`src/hdl/tpal_pkg.sv`:
```
package tpal_pkg;

    localparam int CW        = 32;
    localparam int TRI_DEPTH = 1024;
    localparam int SLOT_W    = $clog2(TRI_DEPTH);
    localparam int CNT_W     = 11;
    localparam int IDX_W     = 3;
    localparam int TRI_W     = 9 * CW;

    // multiplier operands, products, accumulator
    localparam int OPW   = CW + 3;
    localparam int PW    = 2 * OPW;
    localparam int ACC_W = 100;
    localparam int NW    = 2 * (CW + 1) + 1;
    localparam int SH    = OPW - 1;
    localparam int QW    = ACC_W;
    localparam int RW    = NW + 1;
    localparam int SW    = QW + 2;

    localparam logic [IDX_W-1:0] REG_XMIN  = 3'd0;
    localparam logic [IDX_W-1:0] REG_YMIN  = 3'd1;
    localparam logic [IDX_W-1:0] REG_XMAX  = 3'd2;
    localparam logic [IDX_W-1:0] REG_YMAX  = 3'd3;
    localparam logic [IDX_W-1:0] REG_COUNT = 3'd4;
    localparam logic [IDX_W-1:0] REG_INVAL = 3'd5;

    localparam logic OP_LOAD  = 1'b0;
    localparam logic OP_QUERY = 1'b1;

    localparam logic [1:0] ST_FOUND   = 2'd0;
    localparam logic [1:0] ST_OUTSIDE = 2'd1;
    localparam logic [1:0] ST_NONE    = 2'd2;
    localparam logic [1:0] ST_DEGEN   = 2'd3;

    localparam logic [1:0] K_LOAD  = 2'd0;
    localparam logic [1:0] K_SUB   = 2'd1;
    localparam logic [1:0] K_ADD   = 2'd2;
    localparam logic [1:0] K_ADDSH = 2'd3;

    localparam logic [2:0] D_NONE = 3'd0;
    localparam logic [2:0] D_S0   = 3'd1;
    localparam logic [2:0] D_S1   = 3'd2;
    localparam logic [2:0] D_S2   = 3'd3;
    localparam logic [2:0] D_NZ   = 3'd4;
    localparam logic [2:0] D_NX   = 3'd5;
    localparam logic [2:0] D_NY   = 3'd6;
    localparam logic [2:0] D_NUM  = 3'd7;

    typedef struct packed {
        logic signed [CW-1:0] z2;
        logic signed [CW-1:0] y2;
        logic signed [CW-1:0] x2;
        logic signed [CW-1:0] z1;
        logic signed [CW-1:0] y1;
        logic signed [CW-1:0] x1;
        logic signed [CW-1:0] z0;
        logic signed [CW-1:0] y0;
        logic signed [CW-1:0] x0;
    } tri_t;

    typedef struct packed {
        logic                  v;
        logic signed [OPW-1:0] a;
        logic signed [OPW-1:0] b;
        logic [1:0]            kind;
        logic [2:0]            dest;
    } mac_iss_t;

    typedef struct packed {
        logic [2:0]              neg;
        logic [2:0]              pos;
        logic signed [NW-1:0]    nz;
        logic signed [NW-1:0]    nx;
        logic signed [NW-1:0]    ny;
        logic signed [ACC_W-1:0] num;
    } mac_res_t;

    function automatic logic signed [OPW-1:0] dif(input logic signed [CW-1:0] a,
                                                 input logic signed [CW-1:0] b);
        return OPW'(a) - OPW'(b);
    endfunction

endpackage

```
`src/hdl/tpal_mac.sv`:
```
// one product per cycle, accumulated the cycle after; results latched by dest tag
module tpal_mac (
    input  logic                clk,
    input  logic                rst_n,
    input  tpal_pkg::mac_iss_t  iss,
    output tpal_pkg::mac_res_t  res
);

    logic                                 v_reg;
    logic [1:0]                           kind_reg;
    logic [2:0]                           dest_reg;
    logic signed [tpal_pkg::PW-1:0]       prod_reg;
    logic signed [tpal_pkg::ACC_W-1:0]    acc_reg;
    logic signed [tpal_pkg::ACC_W-1:0]    acc_next;
    logic signed [tpal_pkg::ACC_W-1:0]    pext;
    logic                                 nneg;
    logic                                 npos;

    always_ff @(posedge clk or negedge rst_n)
    begin
        if (!rst_n)
        begin
            v_reg <= 1'b0;
        end
        else
        begin
            v_reg <= iss.v;
        end
    end

    always_ff @(posedge clk)
    begin
        prod_reg <= iss.a * iss.b;
        kind_reg <= iss.kind;
        dest_reg <= iss.dest;
    end

    assign pext = tpal_pkg::ACC_W'(prod_reg);

    always_comb
    begin
        unique case (kind_reg)
            tpal_pkg::K_LOAD:  acc_next = pext;
            tpal_pkg::K_SUB:   acc_next = acc_reg - pext;
            tpal_pkg::K_ADD:   acc_next = acc_reg + pext;
            tpal_pkg::K_ADDSH: acc_next = acc_reg + (pext <<< tpal_pkg::SH);
            default:           acc_next = pext;
        endcase
    end

    assign nneg = acc_next[tpal_pkg::ACC_W-1];
    assign npos = !nneg && (acc_next != '0);

    always_ff @(posedge clk)
    begin
        if (v_reg)
        begin
            acc_reg <= acc_next;
            unique case (dest_reg)
                tpal_pkg::D_S0:
                begin
                    res.neg[0] <= nneg;
                    res.pos[0] <= npos;
                end
                tpal_pkg::D_S1:
                begin
                    res.neg[1] <= nneg;
                    res.pos[1] <= npos;
                end
                tpal_pkg::D_S2:
                begin
                    res.neg[2] <= nneg;
                    res.pos[2] <= npos;
                end
                tpal_pkg::D_NZ:  res.nz  <= acc_next[tpal_pkg::NW-1:0];
                tpal_pkg::D_NX:  res.nx  <= acc_next[tpal_pkg::NW-1:0];
                tpal_pkg::D_NY:  res.ny  <= acc_next[tpal_pkg::NW-1:0];
                tpal_pkg::D_NUM: res.num <= acc_next;
                default:
                begin
                end
            endcase
        end
    end

endmodule

```
`config.mk`:
```
export PLATFORM = sky130hd
export DESIGN_NAME = tpal_mac
export DESIGN_NICKNAME = d
export VERILOG_FILES = /design/src/hdl/tpal_pkg.sv /design/src/hdl/tpal_mac.sv
export SDC_FILE = /design/constraint.sdc
export NUM_CORES = 2
export LEC_CHECK = 0
export BUFFER_PORTS_ARGS = -buffer_cell sky130_fd_sc_hd__buf_2
export CORE_MARGIN = 2
export CORE_UTILIZATION = 58
export CTS_CLUSTER_DIAMETER = 150
export DETAILED_ROUTE_END_ITERATION = 7
export HOLD_SLACK_MARGIN = 0.02
export PLACE_DENSITY_LB_ADDON = 0.15
export SKIP_LAST_GASP = 1
export SYNTH_ARGS = -nofsm -noshare
export SYNTH_HDL_FRONTEND = slang
export SYNTH_SLANG_ARGS = --single-unit
```
`constraint.sdc`:
```
create_clock -name clk -period 8.2 [get_ports clk]
set_input_delay 1.64 -clock clk [delete_from_list [all_inputs] [get_ports clk]]
set_output_delay 1.64 -clock clk [all_outputs]
set_load 0.01 [all_outputs]
```
==> results.json <==
{
  "status": "complete, but fails checks",
  "violations": "negative setup slack",
  "rsz0062_at_grt": "yes",
  "grt_max_degree": 56,
  "clock_path_buffers": 3,
  "ys_seq_elements": 483,
  "overflow": 0,
  "gp_congestion": 1.00,
  "clock_sinks": 483,
  "critPathLaunchType": "input port",
  "area_delta_synth_final_pct": 16.9,
  "crit_required_ns": 8.73,
  "antenna_left": 0,
  "synth_ff_type": "edfxtp_1",
  "crit_path_max_fanout": 7,
  "syn-cell-area_sq_mm": 0.0715,
  "rows": 128,
  "crit_type": "in2reg",
  "fmaxAchievable_ghz": 0.115,
  "synth_nets": 9124,
  "antenna_found_initial": 4,
  "period_share_pct": 106,
  "slew_violations": 0,
  "slew_headroom_pct": 22.7,
  "yosysSeqAreaShare_pct": 19.2,
  "synth_cell_types": 95,
  "vias_per_cell": 5.85,
  "fin_crit_ns": 8.66,
  "die_w_um": 355,
  "finalWirelength_mm": 233,
  "dieArea_sq_mm": 0.126,
  "cts_tree": "done",
  "port_buffers": 384,
  "worstSkewPairLatency_ns": 0.64,
  "drive_above_1_share_pct": 19.0,
  "nets": 9964,
  "track_usage_pct": 37.3,
  "cp.arrival_ns": 9.19,
  "ios": 385,
  "core-area_sq_mm": 0.122,
  "largest_reg_flops": 307,
  "die_h_um": 355,
  "setup_viol": 23,
  "grt_pass1_vias": 60100,
  "path_clk_slew_ns": 0.07,
  "worstMarginPinSlew_ns": 1.15,
  "skew_ns": 0.0489,
  "drt_first_pass_iters": 8,
  "max_stage_delay_ns": 0.61,
  "synthCells": 7358,
  "grt_pass1_wl_mm": 357,
  "async_flop_share_pct": 0.207,
  "initial_core_util_pct": 58.6,
  "dr_total_vias": 57600,
  "cts_root_buffer": "clkbuf_16",
  "avgRoutedWirePerCell_um": 23.6,
  "hp-class": "reg2reg",
  "crit_top_cell": "fa_1",
  "layout_setup_ws_ns": -0.465,
  "ctsHoldBuffers": 0,
  "tns_ns": -5.00,
  "drc": 0,
  "finalHoldViolations": 0,
  "crit_path_end_kind": "flip-flop",
  "drt_iter0_drc": 5512,
  "hpwl_mm": 194,
  "final_common_cell": "fa_1",
  "h-tree-depth": 2,
  "ys_warn_count": 0,
  "cp_slowest_cell": "fa_2",
  "cap_violations": 0,
  "syn_avg_cell_area_sq_um": 9.72,
  "cts_buffers": 45,
  "synth-edff-count": 407,
  "layout_common_cells": "fa_1, inv_1, nand2_1, buf_4, and2_1"
}
[cell families (layout without fill, tap and decap cells)]
group	after synthesis	after routing	synth area share, %
AO/OA/AOI/OAI	1081	1081	9.87
XOR/XNOR	275	275	3.37
adder cells (fa/ha/maj)	1688	1688	43.3
buffers and inverters	1629	2502	8.59
flip-flops	483	483	19.2
multiplexers	25	25	0.378
other	0	2	0
AND/OR/NAND/NOR	2177	2177	15.3
[cells in the mapped netlist, drive strengths merged, types with 9 or more instances]
master / instances / area (sq um)
a2111oi: 9 / 104
a211o: 9 / 78.8
a211oi: 34 / 280
a21boi: 13 / 97.6
a21o: 119 / 893
a21oi: 343 / 1730
a221o: 16 / 160
a221oi: 23 / 201
a22oi: 24 / 180
a31o: 11 / 96.4
a31oi: 40 / 256
and2: 679 / 4250
and3: 34 / 213
and4: 13 / 114
buf: 26 / 128
clkbuf: 349 / 1310
dfxtp: 75 / 1500
edfxtp: 407 / 12200
fa: 1313 / 26300
ha: 375 / 4690
inv: 1254 / 4710
mux2: 16 / 180
mux2i: 9 / 90.1
nand2: 805 / 3020
nand2b: 41 / 257
nand3: 67 / 335
nand4: 82 / 519
nor2: 258 / 968
nor2b: 26 / 163
nor3: 75 / 380
nor4: 23 / 150
o211ai: 24 / 180
o21a: 28 / 210
o21ai: 202 / 1010
o21bai: 50 / 375
o221ai: 26 / 228
o31a: 9 / 78.8
o31ai: 25 / 198
or3: 28 / 180
or4: 12 / 90.1
xnor2: 165 / 1450
xor2: 110 / 963
[per-layer routing]
metal / global-route usage (%) / routed length [um]
met1: 52.1 / 95200
met2: 59.0 / 105000
met3: 6.95 / 22800
met4: 12.4 / 9400
met5: 0 / 16
[area by class of cell]
| class | instances | area [sq um] |
|---|---|---|
| Antenna cell | 2 | 5.00 |
| Sequential cell | 483 | 13800 |
| Fill cell | 9646 | 38400 |
| Clock buffer | 52 | 1200 |
| Multi-Input combinational cell | 5246 | 52700 |
| Inverter | 1254 | 4720 |
| Tap cell | 1625 | 2030 |
| Timing Repair Buffer | 1168 | 8850 |
| Clock inverter | 28 | 339 |
[per-stage QoR]
step                cells  worst slack [ns]  util, %  hold slack [ns]  area [sq um]
floorplan            7358            -0.803        -            0.592         72200
global placement     9698             -1.35     65.6            0.690         80000
detailed placement   9698             -1.45     65.6            0.706         80000
CTS                  9840            -0.402     68.0            0.717         83000
global route         9856            -0.737     68.5            0.748         83600
finish               9858            -0.465     68.5            0.719         83600
[path summary, 6_finish.rpt]
path                         startpoint      endpoint  slack [ns]  cells past startpoint
max                              iss[9]  prod_reg[68]       -0.46                     29
min                         dest_reg[2]      res[302]        0.72                      2
max reg2reg                prod_reg[19]      res[303]        0.10                     27
min reg2reg                 dest_reg[2]      res[302]        0.72                      2
max in group asynchronous         rst_n         v_reg        7.32                      1
min in group asynchronous         rst_n         v_reg        0.79                      1
[timing repair]
action | 4_1_cts | 5_1_grt
gates cloned | 6 | 2
pin swaps | 154 | 126
endpoints found under the setup margin | 32 | 37
setup buffers | 59 | 28
gates resized for setup | 278 | 121
hold endpoints to repair | 0 | 0
[worst max-delay path, delay by kind of cell]
kind	cells	cell delay, ns
AND/OR/NAND/NOR	3	0.51
adder cells (fa/ha/maj)	9	4.42
buffers and inverters	7	0.68
XOR/XNOR	1	0.13
AO/OA/AOI/OAI	9	1.79
Power is left out: the tool's default activity adds up to more than one toggle a clock period on the data nets, which glitch-free logic cannot reach.
