--- src/hdl/tpal_pkg.sv ---
package tpal_pkg;

    localparam int CW        = 32;
    localparam int TRI_DEPTH = 1024;
    localparam int SLOT_W    = $clog2(TRI_DEPTH);
    localparam int CNT_W     = 11;
    localparam int IDX_W     = 3;
    localparam int TRI_W     = 9 * CW;

    // multiplier operands, products, accumulator
    localparam int OPW   = CW + 3;
    localparam int PW    = 2 * OPW;
    localparam int ACC_W = 100;
    localparam int NW    = 2 * (CW + 1) + 1;
    localparam int SH    = OPW - 1;
    localparam int QW    = ACC_W;
    localparam int RW    = NW + 1;
    localparam int SW    = QW + 2;

    localparam logic [IDX_W-1:0] REG_XMIN  = 3'd0;
    localparam logic [IDX_W-1:0] REG_YMIN  = 3'd1;
    localparam logic [IDX_W-1:0] REG_XMAX  = 3'd2;
    localparam logic [IDX_W-1:0] REG_YMAX  = 3'd3;
    localparam logic [IDX_W-1:0] REG_COUNT = 3'd4;
    localparam logic [IDX_W-1:0] REG_INVAL = 3'd5;

    localparam logic OP_LOAD  = 1'b0;
    localparam logic OP_QUERY = 1'b1;

    localparam logic [1:0] ST_FOUND   = 2'd0;
    localparam logic [1:0] ST_OUTSIDE = 2'd1;
    localparam logic [1:0] ST_NONE    = 2'd2;
    localparam logic [1:0] ST_DEGEN   = 2'd3;

    localparam logic [1:0] K_LOAD  = 2'd0;
    localparam logic [1:0] K_SUB   = 2'd1;
    localparam logic [1:0] K_ADD   = 2'd2;
    localparam logic [1:0] K_ADDSH = 2'd3;

    localparam logic [2:0] D_NONE = 3'd0;
    localparam logic [2:0] D_S0   = 3'd1;
    localparam logic [2:0] D_S1   = 3'd2;
    localparam logic [2:0] D_S2   = 3'd3;
    localparam logic [2:0] D_NZ   = 3'd4;
    localparam logic [2:0] D_NX   = 3'd5;
    localparam logic [2:0] D_NY   = 3'd6;
    localparam logic [2:0] D_NUM  = 3'd7;

    typedef struct packed {
        logic signed [CW-1:0] z2;
        logic signed [CW-1:0] y2;
        logic signed [CW-1:0] x2;
        logic signed [CW-1:0] z1;
        logic signed [CW-1:0] y1;
        logic signed [CW-1:0] x1;
        logic signed [CW-1:0] z0;
        logic signed [CW-1:0] y0;
        logic signed [CW-1:0] x0;
    } tri_t;

    typedef struct packed {
        logic                  v;
        logic signed [OPW-1:0] a;
        logic signed [OPW-1:0] b;
        logic [1:0]            kind;
        logic [2:0]            dest;
    } mac_iss_t;

    typedef struct packed {
        logic [2:0]              neg;
        logic [2:0]              pos;
        logic signed [NW-1:0]    nz;
        logic signed [NW-1:0]    nx;
        logic signed [NW-1:0]    ny;
        logic signed [ACC_W-1:0] num;
    } mac_res_t;

    function automatic logic signed [OPW-1:0] dif(input logic signed [CW-1:0] a,
                                                 input logic signed [CW-1:0] b);
        return OPW'(a) - OPW'(b);
    endfunction

endpackage

--- src/hdl/tpal_div.sv ---
// restoring divider, one quotient bit per cycle
module tpal_div (
    input  logic                     clk,
    input  logic                     rst_n,
    input  logic                     start,
    input  logic [tpal_pkg::QW-1:0]  num,
    input  logic [tpal_pkg::NW-1:0]  den,
    output logic                     done,
    output logic [tpal_pkg::QW-1:0]  quo
);

    localparam int CNTW = $clog2(tpal_pkg::QW + 1);

    logic [CNTW-1:0]           cnt_reg;
    logic                      busy_reg;
    logic [tpal_pkg::RW-1:0]   rem_reg;
    logic [tpal_pkg::QW-1:0]   quo_reg;
    logic [tpal_pkg::NW-1:0]   den_reg;
    logic [tpal_pkg::RW-1:0]   rem_sh;
    logic                      ge;

    assign rem_sh = {rem_reg[tpal_pkg::RW-2:0], quo_reg[tpal_pkg::QW-1]};
    assign ge     = rem_sh >= {1'b0, den_reg};

    always_ff @(posedge clk or negedge rst_n)
    begin
        if (!rst_n)
        begin
            busy_reg <= 1'b0;
            cnt_reg  <= '0;
            done     <= 1'b0;
        end
        else
        begin
            done <= !start && busy_reg && (cnt_reg == CNTW'(tpal_pkg::QW - 1));
            if (start)
            begin
                busy_reg <= 1'b1;
                cnt_reg  <= '0;
            end
            else if (busy_reg)
            begin
                cnt_reg <= cnt_reg + 1'b1;
                if (cnt_reg == CNTW'(tpal_pkg::QW - 1))
                begin
                    busy_reg <= 1'b0;
                end
            end
        end
    end

    always_ff @(posedge clk)
    begin
        if (start)
        begin
            rem_reg <= '0;
            quo_reg <= num;
            den_reg <= den;
        end
        else if (busy_reg)
        begin
            rem_reg <= ge ? (rem_sh - {1'b0, den_reg}) : rem_sh;
            quo_reg <= {quo_reg[tpal_pkg::QW-2:0], ge};
        end
    end

    assign quo = quo_reg;

endmodule

--- config.mk ---
export PLATFORM = sky130hd
export DESIGN_NAME = tpal_div
export DESIGN_NICKNAME = d
export VERILOG_FILES = /design/src/hdl/tpal_pkg.sv /design/src/hdl/tpal_div.sv
export SDC_FILE = /design/constraint.sdc
export NUM_CORES = 1
export LEC_CHECK = 0
export BUFFER_PORTS_ARGS = -buffer_cell sky130_fd_sc_hd__buf_2
export CORE_UTILIZATION = 30
export CTS_CLUSTER_DIAMETER = 150
export DETAILED_ROUTE_END_ITERATION = 12
export GPL_TIMING_DRIVEN = 0
export PLACE_DENSITY = 0.47
export SLEW_MARGIN = 20
export SYNTH_ARGS = -nofsm -noshare
export SYNTH_HDL_FRONTEND = slang
export SYNTH_SLANG_ARGS = --single-unit
--- constraint.sdc ---
create_clock -name clk -period 5.2 [get_ports clk]
set_input_delay 1.56 -clock clk [delete_from_list [all_inputs] [get_ports clk]]
set_output_delay 1.56 -clock clk [all_outputs]
set_load 0.01 [all_outputs]
==> results.py, run 1 <==
metrics = {
    "outcome": {
        "status": "finished clean",
    },
    "setup_path": {
        "cp_data_arrival_time_ps": 4500,
        "critPathKind": "input port to flip-flop",
        "worstPathRequired_ps": 5510,
        "critPathCaptureType": "flip-flop",
        "worstPathMaxFanout": 52,
        "worst_setup_path_start_kind": "input port",
    },
    "clock_tree": {
        "cts_tree": "yes",
        "clock_latency_ps": 600,
        "clock_sinks": 243,
        "postCtsHoldBufs": 0,
        "cts_root_buf": "clkbuf_16",
        "htree_levels": 1,
        "path_clk_slew_ps": 60,
        "ctsResizeCount": 0,
        "cts_setup_buffers": 0,
        "clock_path_buffers": 3,
        "cts_made_buffers": 31,
    },
    "synthesis": {
        "ys.flop_type": "edfxtp_1",
        "synth-warning-count": 0,
        "yosys.area_share.simple_pct": 11.4,
        "syn_area_per_cell_um2": 10.3,
        "synth_edf_count": 167,
        "synth_fp_nets": 1585,
        "synth_xor_area_share_pct": 3.42,
        "synth_compound_area_share_pct": 17.0,
        "synth_area_mm2": 0.0138,
        "synth_top_family_by_area": "compound AO/OA/AOI/OAI gates",
        "synth.top_cells.by_count": "edfxtp_1, a21oi_1, nor2_1",
        "synthArstFlopShare_pct": 3.70,
        "synthMuxAreaShare_pct": 9.64,
        "synth_seq_cells": 243,
        "synth_top_area_share_pct": 36.2,
        "synth-adder-area-share_pct": 6.29,
        "yosysTopAreaCell": "edfxtp_1",
        "synth.distinct_cells": 75,
        "synth_area_leaders": "edfxtp_1, dfxtp_1, mux2_2",
        "netlist_instances": 1346,
        "ys_seq_area_share_pct": 47.5,
        "synth.most_common_cell": "edfxtp_1",
    },
    "layout": {
        "largest_reg_flops": 100,
        "layout-drive-gt1-share_pct": 26.8,
        "final_nets": 1890,
        "fin_util_pct": 37.3,
        "area_growth_pct": 22.7,
    },
    "timing": {
        "fin_tns_setup_ps": 0,
        "hold_viol": 0,
        "maxSlewHeadroom_pct": 37.4,
        "timing.fmax_ghz": 0.238,
        "finalCritPeriodShare_pct": 80.7,
        "setup_viol": 0,
        "worst_pin_slew_ps": 939,
        "final.min_clock_period_ps": 4190,
        "fin_worst_skew_ps": 22.7,
        "rsz0062_at_grt": "no",
        "maxSlewViolCount": 0,
    },
    "place": {
        "io_buffers": 270,
        "gp_congestion": 0.900,
        "hpwlAfterDp_um": 33300,
    },
    "route": {
        "num_vias": 11400,
        "drt_pass1_iterations": 5,
        "viasPerCell": 5.02,
        "detail_route.wl_per_cell_um": 19.4,
        "ant_nets": 0,
        "drt_iter0_markers": 518,
        "drc": 0,
        "routed_wl_um": 44100,
    },
    "global_routing": {
        "met1_usage_pct": 23.5,
        "antenna_found_initial": 9,
        "busiest_layer": "met2",
        "grt_max_degree": 53,
        "grt_pass1_vias": 11600,
        "grtUsageMet2_pct": 30.9,
        "grtUsageTotal_pct": 18.5,
        "grt_use_met3_pct": 4.88,
        "grt-ovfl-total": 0,
        "grt_pass1_wl_um": 67200,
    },
    "floorplanning": {
        "die_x_um": 217,
        "start_util_pct": 30.4,
        "die_h_um": 217,
        "core_mm2": 0.0455,
        "dieArea_mm2": 0.0470,
        "rows": 78,
        "ios": 271,
    },
    "power_and_ir_drop": {
        "power.density_mw_per_mm2": 291,
        "vdd_ir_drop_max_mv": 0.253,
        "power.leakage_nw": 7.43,
    },
    "worst_hold_path": {
        "hold_path.class": "flip-flop to flip-flop",
    },
    "flow_run": {
        "maxCapViolations": 0,
    },
}
-- cells by family after synthesis --
logic type | Yosys count
compound gates | 355
simple gates | 345
flops | 243
buf+inv | 160
mux | 120
fa+ha+maj | 69
xor+xnor | 54
-- per-stage QoR --
stage / hold slack (ps) / power (mW) / std cells / area, µm² / setup slack, ps
floorplan: 459 / 2.63 / 1346 / 13800 / 258
global placement: 491 / 2.90 / 2216 / 15900 / -2970
detailed placement: 497 / 2.90 / 2218 / 16000 / 356
CTS: 507 / 5.02 / 2276 / 17000 / 1000
global route: 527 / 5.14 / 2276 / 17000 / 852
finish: 504 / 4.93 / 2278 / 17000 / 1010
-- where the power goes --
group | switching (mW) | internal (mW)
Combinational | 0.325 | 0.259
Sequential | 0.0637 | 2.21
Clock | 0.862 | 1.21
-- final cells by class --
cell class / instances / area (µm²)
multi-input cells: 943 / 6620
fillers: 4716 / 28500
well taps: 600 / 751
repair buffers: 272 / 1410
flip-flops and latches: 243 / 6580
inverters: 90 / 338
clock buffers: 50 / 887
clock inverters: 8 / 81.3
plain buffers: 70 / 310
diodes: 2 / 5.00
-- worst max-delay path, stage by stage --
cell      delay, ps
buf_4           220
clkbuf_1        290
inv_1           230
clkbuf_1        530
buf_1           640
nand2_4         540
buf_16          410
-- cells in the final DEF, fill, tap and decap left out, types with 22 or more instances in the layout --
master / n
clkbuf_16: 31
mux2_2: 101
dfxtp_1: 67
edfxtp_1: 167
nand2_1: 103
nand3_1: 22
xnor2_1: 26
clkbuf_1: 58
a211oi_1: 43
inv_1: 90
nor2_1: 122
xor2_1: 28
buf_2: 286
a21oi_1: 125
o21ai_0: 40
ha_1: 68
-- path summary, 6_finish.rpt --
path | start | end | slack, ps | cells after the start
setup / recovery | start | quo[13] | 1010 | 7
max in group asynchronous | rst_n | busy_reg | 4190 | 1
setup reg to reg | quo[99] | rem_reg[62] | 1280 | 16
hold reg to reg | rem_reg[53] | rem_reg[53] | 500 | 2
hold / removal | rem_reg[53] | rem_reg[53] | 500 | 2
min in group asynchronous | rst_n | cnt_reg[5] | 820 | 1
-- per-layer routing --
layer  wire length [µm]  share of wire, %
met5                 88              0.20
met4               1080               2.4
met3               3130               7.1
met2              20700                47
met1              19100                43
Power figures use the tool's default switching activity.
==> inputs of run 2 (changes only) <==
--- a/config.mk
+++ b/config.mk
@@ -5,12 +5,13 @@
 export SDC_FILE = /design/constraint.sdc
 export NUM_CORES = 1
 export LEC_CHECK = 0
+export ABC_AREA = 1
 export BUFFER_PORTS_ARGS = -buffer_cell sky130_fd_sc_hd__buf_2
 export CORE_UTILIZATION = 30
 export CTS_CLUSTER_DIAMETER = 150
 export DETAILED_ROUTE_END_ITERATION = 12
 export GPL_TIMING_DRIVEN = 0
-export PLACE_DENSITY = 0.47
+export PLACE_DENSITY = 0.46
 export SLEW_MARGIN = 20
 export SYNTH_ARGS = -nofsm -noshare
 export SYNTH_HDL_FRONTEND = slang
==> constraint.sdc (replaced) <==
create_clock -name clk -period 4.37 [get_ports clk]
set_input_delay 1.311 -clock clk [delete_from_list [all_inputs] [get_ports clk]]
set_output_delay 1.311 -clock clk [all_outputs]
set_load 0.01 [all_outputs]
==> results.py, run 2 <==
metrics = {
    "setup_path": {
        "critPathKind": "flip-flop to flip-flop",
        "critPathCaptureType": "flip-flop",
        "worstPathMaxFanout": 10,
        "cp_data_arrival_time_ps": 4080,
        "worstPathRequired_ps": 4830,
        "worst_setup_path_start_kind": "flip-flop",
    },
    "clock_tree": {
        "ctsResizeCount": 0,
        "cts_setup_buffers": 0,
        "cts_tree": "yes",
        "postCtsHoldBufs": 0,
        "clock_sinks": 243,
        "path_clk_slew_ps": 60,
        "cts_made_buffers": 31,
        "cts_root_buf": "clkbuf_16",
        "clock_latency_ps": 590,
        "htree_levels": 1,
        "clock_path_buffers": 3,
    },
    "layout": {
        "layout-drive-gt1-share_pct": 12.9,
        "area_growth_pct": 19.5,
        "stdcell_count": 3431,
        "fin_util_pct": 36.7,
        "layout_common_cells": "nand2_1, inv_1, buf_2",
        "nFillCells": 5834,
        "final_nets": 2959,
        "final_common_cell": "nand2_1",
        "largest_reg_flops": 100,
        "antenna_cells": 0,
    },
    "timing": {
        "final.min_clock_period_ps": 3610,
        "maxSlewHeadroom_pct": 42.6,
        "fin_tns_setup_ps": 0,
        "hold_viol": 0,
        "maxSlewViolCount": 0,
        "setup_viol": 0,
        "finalCritPeriodShare_pct": 82.7,
        "worst_pin_slew_ps": 861,
        "rsz0062_at_grt": "no",
        "fin_worst_skew_ps": 10.4,
        "timing.fmax_ghz": 0.277,
        "holdWs_ps": 468,
    },
    "global_routing": {
        "grt_max_degree": 86,
        "met1_usage_pct": 27.9,
        "busiest_layer": "met2",
        "antenna_found_initial": 8,
        "grt_pass1_vias": 15900,
        "grtUsageMet2_pct": 34.1,
        "grt-ovfl-total": 0,
        "grtUsageTotal_pct": 21.1,
        "grt_use_met3_pct": 4.82,
        "grt_pass1_wl_um": 90400,
    },
    "synthesis": {
        "synth_fp_nets": 2654,
        "synth_area_leaders": "edfxtp_1, nand2_1, inv_1",
        "syn_area_per_cell_um2": 6.74,
        "synth_area_mm2": 0.0163,
        "synth.top_cells.by_count": "nand2_1, inv_1, nand3_1",
        "synth.most_common_cell": "nand2_1",
        "ys.flop_type": "edfxtp_1",
        "ys_seq_area_share_pct": 40.4,
        "synth_seq_cells": 243,
        "synthArstFlopShare_pct": 3.70,
        "synth_top_area_share_pct": 30.8,
        "synth-warning-count": 0,
        "yosysTopAreaCell": "edfxtp_1",
        "synth.distinct_cells": 35,
        "synth_edf_count": 167,
        "netlist_instances": 2415,
    },
    "flow_run": {
        "maxCapViolations": 0,
    },
    "floorplanning": {
        "die_h_um": 235,
        "dieArea_mm2": 0.0552,
        "ios": 271,
        "start_util_pct": 30.7,
        "rows": 84,
        "die_x_um": 235,
        "core_mm2": 0.0531,
    },
    "route": {
        "drt_iter0_markers": 880,
        "num_vias": 15700,
        "drt_pass1_iterations": 5,
        "detail_route.wl_per_cell_um": 17.1,
        "routed_wl_um": 58500,
        "ant_nets": 0,
        "viasPerCell": 4.59,
        "drc": 0,
    },
    "place": {
        "hpwlAfterDp_um": 48000,
        "gp_congestion": 0.937,
        "io_buffers": 270,
        "dpl.cell_count": 3375,
    },
    "power_and_ir_drop": {
        "power.density_mw_per_mm2": 299,
        "p_total_mw": 5.81,
        "power.leakage_nw": 10.5,
        "vdd_ir_drop_max_mv": 0.277,
    },
    "outcome": {
        "status": "finished clean",
    },
    "worst_hold_path": {
        "hold_path.class": "flip-flop to flip-flop",
    },
}
-- run 2: cells by family (layout without fill, tap and decap cells) --
kind of cell | Yosys count | in the layout | synth area share, %
and+or+nand+nor | 1438 | 1438 | 36.2
buffers and inverters | 507 | 835 | 12.1
DFF | 243 | 243 | 40.4
AOI/OAI and AO/OA | 122 | 122 | 4.01
adders and majority gates | 69 | 69 | 5.35
xor gates and xnor gates | 36 | 36 | 1.94
-- run 2: final cells by class --
class                      instances  area, µm²  share of cell area, %
buffer                            57        290                   1.49
clock buffer                      38        812                   4.17
clock inverter                    18       93.8                  0.482
inverter                         450       1690                   8.68
multi-input combinational       1665       7720                   39.7
sequential                       243       6580                   33.8
tap                              688        861                   4.43
timing repair buffer             272       1400                   7.20
-- run 2: report_power, final --
part | leakage, nW | internal (mW) | switching (mW)
Clock | 0.437 | 1.31 | 1.04
Sequential | 2.41 | 2.63 | 0.0845
Combinational | 7.62 | 0.275 | 0.473
-- run 2: path summary, 6_finish.rpt --
path / start / cells past startpoint / slack (ps) / to
setup / recovery: quo[99] / 16 / 760 / rem_reg[42]
hold / removal: rem_reg[60] / 2 / 470 / rem_reg[60]
setup reg to reg: quo[99] / 16 / 760 / rem_reg[42]
hold reg to reg: rem_reg[60] / 2 / 470 / rem_reg[60]
max in group asynchronous: rst_n / 1 / 3610 / cnt_reg[2]
min in group asynchronous: rst_n / 1 / 570 / cnt_reg[6]
-- run 2: layer usage --
| metal | vias to the layer above | part of all wire (%) |
|---|---|---|
| li1 | 8037 | - |
| met1 | 7167 | 46 |
| met2 | 434 | 44 |
| met3 | 83 | 7.4 |
| met4 | 16 | 2.8 |
| met5 | - | 0.15 |
-- run 2: metrics by stage --
stage	worst slack (ps)	area (µm²)
6_report	756	19500
4_1_cts	754	19500
3_5_place_dp	125	18500
3_3_place_gp	-1790	18500
5_1_grt	506	19500
2_1_floorplan	766	16300
-- run 2: critical path, cell delays in order, from the launching register on --
cell      delay (ps)
edfxtp_1         390
inv_1            100
ha_1             140
inv_1             80
fa_1             450
nand3_1          140
nand3_1          190
nand4_1          150
nand3_1          270
nand2_1          240
nand3_2          100
nand2_2          310
buf_4            290
buf_6            210
nand3b_1          90
nand3_1          250
nand2_1           70
